--- src/rtl/core/chi_square_edge_score_top_assert.svh ---
// Assertion macros shared by the chi-square edge score RTL.
`ifndef CHI_SQUARE_EDGE_SCORE_TOP_ASSERT_SVH
`define CHI_SQUARE_EDGE_SCORE_TOP_ASSERT_SVH

// Same-cycle implication, sampled on clk, off during reset.
`define CSES_ASSERT_IMP(lbl, a, b) \
	lbl: assert property (@(posedge clk) disable iff (!arst_n) (a) |-> (b)) \
		else $error("assertion failed");

// Next-cycle implication, sampled on clk, off during reset.
`define CSES_ASSERT_NEXT(lbl, a, b) \
	lbl: assert property (@(posedge clk) disable iff (!arst_n) (a) |=> (b)) \
		else $error("assertion failed");

`endif

--- src/rtl/core/cses_pkg.sv ---
// Shared types and constants of the chi-square edge score block.
`timescale 1ns / 1ps
package cses_pkg;
	localparam int SCORE_BITS = 40;
	localparam int REG_IDX_BITS = 2;

	localparam logic [REG_IDX_BITS-1:0] REG_DOC_TOTAL = 2'd0;
	localparam logic [REG_IDX_BITS-1:0] REG_MIN_JOINT = 2'd1;
	localparam logic [REG_IDX_BITS-1:0] REG_THRESHOLD = 2'd2;

	// Outcome class of a pair as it travels down the pipe.
	typedef enum logic [1:0] {
		CLS_CALC = 2'd0,
		CLS_DROP = 2'd1,
		CLS_SAT  = 2'd2
	} cls_t;

	typedef struct packed {
		logic valid;
		cls_t cls;
	} cs_ctl_t;
endpackage

--- src/rtl/core/cses_div_cell.sv ---
// One restoring division cell: resolves a single quotient bit.
`timescale 1ns / 1ps
module cses_div_cell import cses_pkg::*; #(
	parameter int DW = 96,
	parameter int RW = 136,
	parameter int STEP = 0
) (
	input  logic                  clk,
	input  logic                  arst_n,
	input  logic                  en,
	input  cs_ctl_t               ctl_in,
	input  logic [RW-1:0]         rem_in,
	input  logic [DW-1:0]         den_in,
	input  logic [SCORE_BITS-1:0] quot_in,
	output cs_ctl_t               ctl_out,
	output logic [RW-1:0]         rem_out,
	output logic [DW-1:0]         den_out,
	output logic [SCORE_BITS-1:0] quot_out
);
	logic [RW-1:0] sh;
	logic          ge;

	assign sh = RW'(den_in) << STEP;
	assign ge = rem_in >= sh;

	always_ff @(posedge clk or negedge arst_n) begin
		if (!arst_n) begin
			ctl_out <= '{valid: 1'b0, cls: CLS_CALC};
		end else if (en) begin
			ctl_out <= ctl_in;
		end
	end

	always_ff @(posedge clk) begin
		if (en) begin
			rem_out  <= ge ? rem_in - sh : rem_in;
			den_out  <= den_in;
			quot_out <= quot_in | (ge ? (SCORE_BITS'(1) << STEP) : '0);
		end
	end
endmodule

--- config.mk ---
export PLATFORM = sky130hd
export DESIGN_NAME = cses_div_cell
export DESIGN_NICKNAME = d
export VERILOG_FILES = /design/src/rtl/core/chi_square_edge_score_top_assert.svh /design/src/rtl/core/cses_pkg.sv /design/src/rtl/core/cses_div_cell.sv
export SDC_FILE = /design/constraint.sdc
export NUM_CORES = 1
export LEC_CHECK = 0
export BUFFER_PORTS_ARGS = -buffer_cell sky130_fd_sc_hd__buf_4
export CORE_AREA = 2 2 213 215
export CTS_CLUSTER_DIAMETER = 100
export DETAILED_ROUTE_END_ITERATION = 10
export DIE_AREA = 0 0 215 217
export GPL_TIMING_DRIVEN = 0
export PLACE_DENSITY = 0.64
export SLEW_MARGIN = 15
export SYNTH_ARGS = -nofsm -noshare
export SYNTH_HDL_FRONTEND = slang
export SYNTH_SLANG_ARGS = --single-unit
--- constraint.sdc ---
create_clock -name clk -period 0.88 [get_ports clk]
set_clock_uncertainty 0.15 [all_clocks]
set_input_delay 0.044 -clock clk [delete_from_list [all_inputs] [get_ports clk]]
set_output_delay 0.044 -clock clk [all_outputs]
set_load 0.02 [all_outputs]
==> summary.txt <==
Die
  • Die Width: 215 um
  • Die H: ~220 um
  • Cell row count: 78
  • Core area: 44700 sq um
  • I/O pin total: about 550
  • Initial core utilization: 0.388
  • Die Area: 46700 sq um

Status
  • Status: complete, but fails checks
  • Failing checks: hold timing, setup timing

Placement
  • Pre-CTS setup slack: -3600 ps
  • Post-DP HPWL: 50.6 mm
  • Gp weighted congestion: 0.899
  • IO buf count: 549

Clock network
  • Clk sinks: approximately 280
  • Worst-path clk slew: 60 ps
  • CTS tree: yes
  • Clock Tree Buf Depth: 3
  • Clk_lat worst skew: 580 ps
  • H-tree depth: 1
  • Root Buffer: clkbuf_16
  • CTS Buf Count: 30

Detailed routing
  • DR vias/cell: approximately 5.4
  • Initial DRC Count: 1342
  • Total Routed Length: 72.6 mm
  • WL/cell: 21.9 um
  • DRC viols: 0
  • Antenna Nets Post-Route: 0
  • Vias: between 15000 and 20000
  • DR pass1 iterations: 5

Worst setup path
  • CP max stage delay: 530 ps
  • Delay-heaviest family, CP: simple AND/OR/NAND/NOR gates
  • Crit path max fanout: 5
  • Slowest CP cell: or4_4
  • Critical-path cell list: buf_8 -> or4_4 -> or3_4 -> nor4_4 -> nand2b_1 -> nor3_4 -> nand4_1 -> a31o_1 -> a41oi_4 -> buf_6 -> buf_12 -> a211oi_4 -> buf_6 -> nand3b_4 -> nor4_4 -> xor2_1
  • Critical path required time: roughly 1100 ps
  • Buf+Inv Stages, Crit Path: 4
  • Worst setup EP type: flop
  • Kind of critical path: in2reg
  • Critical Path Source Type: input pin
  • Critical Path AT: 3390 ps

Synth
  • Xor/xnor share of the synthesized area: 0.0651
  • Post-synthesis simple-gate area fraction: 0.153
  • Post-synth ARST share: 0.0109
  • Leading area contributor after synthesis: edfxtp_1
  • Share of the synthesized area in the top cell type: 0.471
  • Post-synthesis compound-gate area fraction: 0.179
  • FF+latch count, synth: 275
  • Synth Area in Adders: 0.0704
  • Synth Flop Type: edfxtp_1
  • EDFF count, synth: between 200 and 300
  • Post-Syn Nets: 2152
  • Post-Synthesis Cells: 1777
  • Syn Std Cell Area: 17300 sq um
  • Largest family of logic cells by synthesized area: compound AO/OA/AOI/OAI gates
  • YS warnings: 0
  • Seq/Total Area, Yosys: 0.475
  • Synth cell types: between 80 and 90
  • Syn avg cell area: between 9 and 10 sq um
  • Proportion of synthesized area in mux cells: 0.00382
  • Ranking of synthesized cells by area: edfxtp_1 47%, ha_1 6.9%, nand2_1 4.5%

Pwr
  • Switch Pwr: about 15 mW
  • Power Density: 1520 nW/um^2
  • Internal: 31.5 mW
  • Leak: 12.7 nW
  • Sw Ratio: 0.315
  • Power share of the sequential group: 0.369
  • Comb pwr share: 0.340
  • Clock network fraction of design power: 0.291
  • Max VDD drop: approximately 0.0019 V

Final layout
  • Final #Nets: 3070
  • Filler instances: around 3300
  • Area Growth Syn to Fin: 74.2%
  • Layout cell share with drive strength beyond 1: 0.395

Job
  • Max Cap Viol: 0

Global routing
  • Vias in the first global route: 17700
  • Antenna violations before repair: 4
  • GR Overflow Total: 0
  • Pin count of the biggest net entering global routing: 98
  • GRT Resource Usage Total: 0.290
  • First-pass GRT wire length: around 110 mm

STA
  • Hold Fails Final Rpt: 129
  • Final period utilization: 3.66
  • Pins Over Slew Limit: 0
  • Setup ws final: -2340 ps
  • Achievable Freq: 0.311 GHz
  • Hold_ws: -495 ps
  • Relative max-transition margin: 0.260
  • Worst-margin pin slew: 1080 ps
  • Final min period: 3220 ps
  • TNS Setup: -414770 ps
  • RSZ-0062 raised after global routing: yes
  • Final setup fails: 415

Hold path
  • Worst Hold Class: in2reg
[cell families (layout without fill, tap and decap cells)]
| logic type | Yosys count | after routing |
|---|---|---|
| buffers and inverters | 227 | 1167 |
| multiplexers | 6 | 6 |
| AND/OR/NAND/NOR | 545 | 545 |
| adder cells (fa/ha/maj) | 97 | 97 |
| flip-flops | 275 | 275 |
| XOR/XNOR | 129 | 129 |
| AO/OA/AOI/OAI | 498 | 498 |
| other | 0 | 3 |
[synth_stat cells (4+ instances only)]
cell,n
ha_1,96
nor2_1,102
o21a_1,19
o21bai_1,27
a21oi_1,149
nor2b_1,16
buf_2,19
o211ai_1,5
nand3_1,26
a21o_1,43
a21boi_0,11
buf_4,5
a211o_1,4
or4_1,9
inv_1,135
a211oi_1,7
or3_1,7
and4_1,5
nor3_1,35
nand2_1,210
o2111ai_1,5
edfxtp_1,272
a31oi_1,13
nand4_1,68
xor2_1,61
nand2b_1,10
nor4_1,22
o31ai_1,13
clkbuf_1,62
xnor2_1,68
o31a_1,4
mux2_2,5
o41ai_1,4
or2_2,5
o21ai_0,111
o21ai_1,54
[power groups by stage]
stage	sequential (mW)	combinational [mW]	clock, mW
finish	17.0	15.7	13.4
detailed placement	16.9	12.1	0
floorplan	18.8	4.82	0
global route	17.1	16.6	14.1
CTS	16.9	14.6	13.5
global placement	16.9	12.0	0
[flip-flops by register name, summed over array words and instances (netlist names)]
register	count
ctl_out	3
den_out	96
quot_out	40
rem_out	136
[final timing paths]
check,start,to,slack (ps),depth (start not counted)
max,rem_in[125],rem_out[120],-2340,16
min,den_in[9],den_out[9],-490,1
max reg2reg,ctl_out[1],ctl_out[1],-90,1
min reg2reg,ctl_out[0],ctl_out[0],390,1
max in group asynchronous,arst_n,ctl_out[0],170,3
min in group asynchronous,arst_n,ctl_out[1],240,3
[through the flow]
stage	util	total power, mW	instance area (sq um)	instances	hold slack, ps
final	0.676	46.0	30200	3320	-495
after global placement	0.506	28.9	22600	2926	-318
after floorplan	-	23.6	17800	1777	-402
after CTS	0.645	45.1	28800	3261	-524
after detailed placement	0.508	29.0	22700	2929	-315
after global routing	0.676	47.7	30200	3319	-508
[repair_timing]
action / in CTS / in global routing
hold buffers: 208 / 38
endpoints found under the hold margin: 356 / 155
endpoints found under the setup margin: 479 / 447
gates resized for setup: 576 / 252
pin swaps: 96 / 89
setup buffers: 67 / 39
gates cloned: 17 / 4
[metal layers]
layer,up-vias,global-route usage,wire (um)
li1,8334,-,-
met1,8782,0.370,29500
met3,143,0.0569,5290
met2,760,0.496,35000
met4,4,0.0984,2780
met5,-,0,26
[area by class of cell]
class                   count  area, sq um  share of cell area
multi-input cells        1275        10000               0.331
repair buffers            908         9070               0.300
flip-flops and latches    275         8250               0.273
clock buffers              37          798              0.0264
well taps                 600          751              0.0248
plain buffers              70          582              0.0193
inverters                 135          534              0.0177
clock inverters            17          225             0.00745
diodes                      3         7.51            0.000248
[placed cells by master, fill, tap and decap left out, types with 37 or more instances in the layout]
master	instances
o21ai_2	77
clkbuf_1	37
nand2_4	45
xnor2_1	66
a21oi_1	132
edfxtp_1	272
dlygate4sd3_1	245
nand2_1	128
ha_1	74
o21ai_0	58
buf_6	306
a21o_1	43
inv_1	126
nor2_1	97
xor2_1	60
nand4_1	68
buf_4	329
Note: power is estimated with default switching activity, not from simulation.
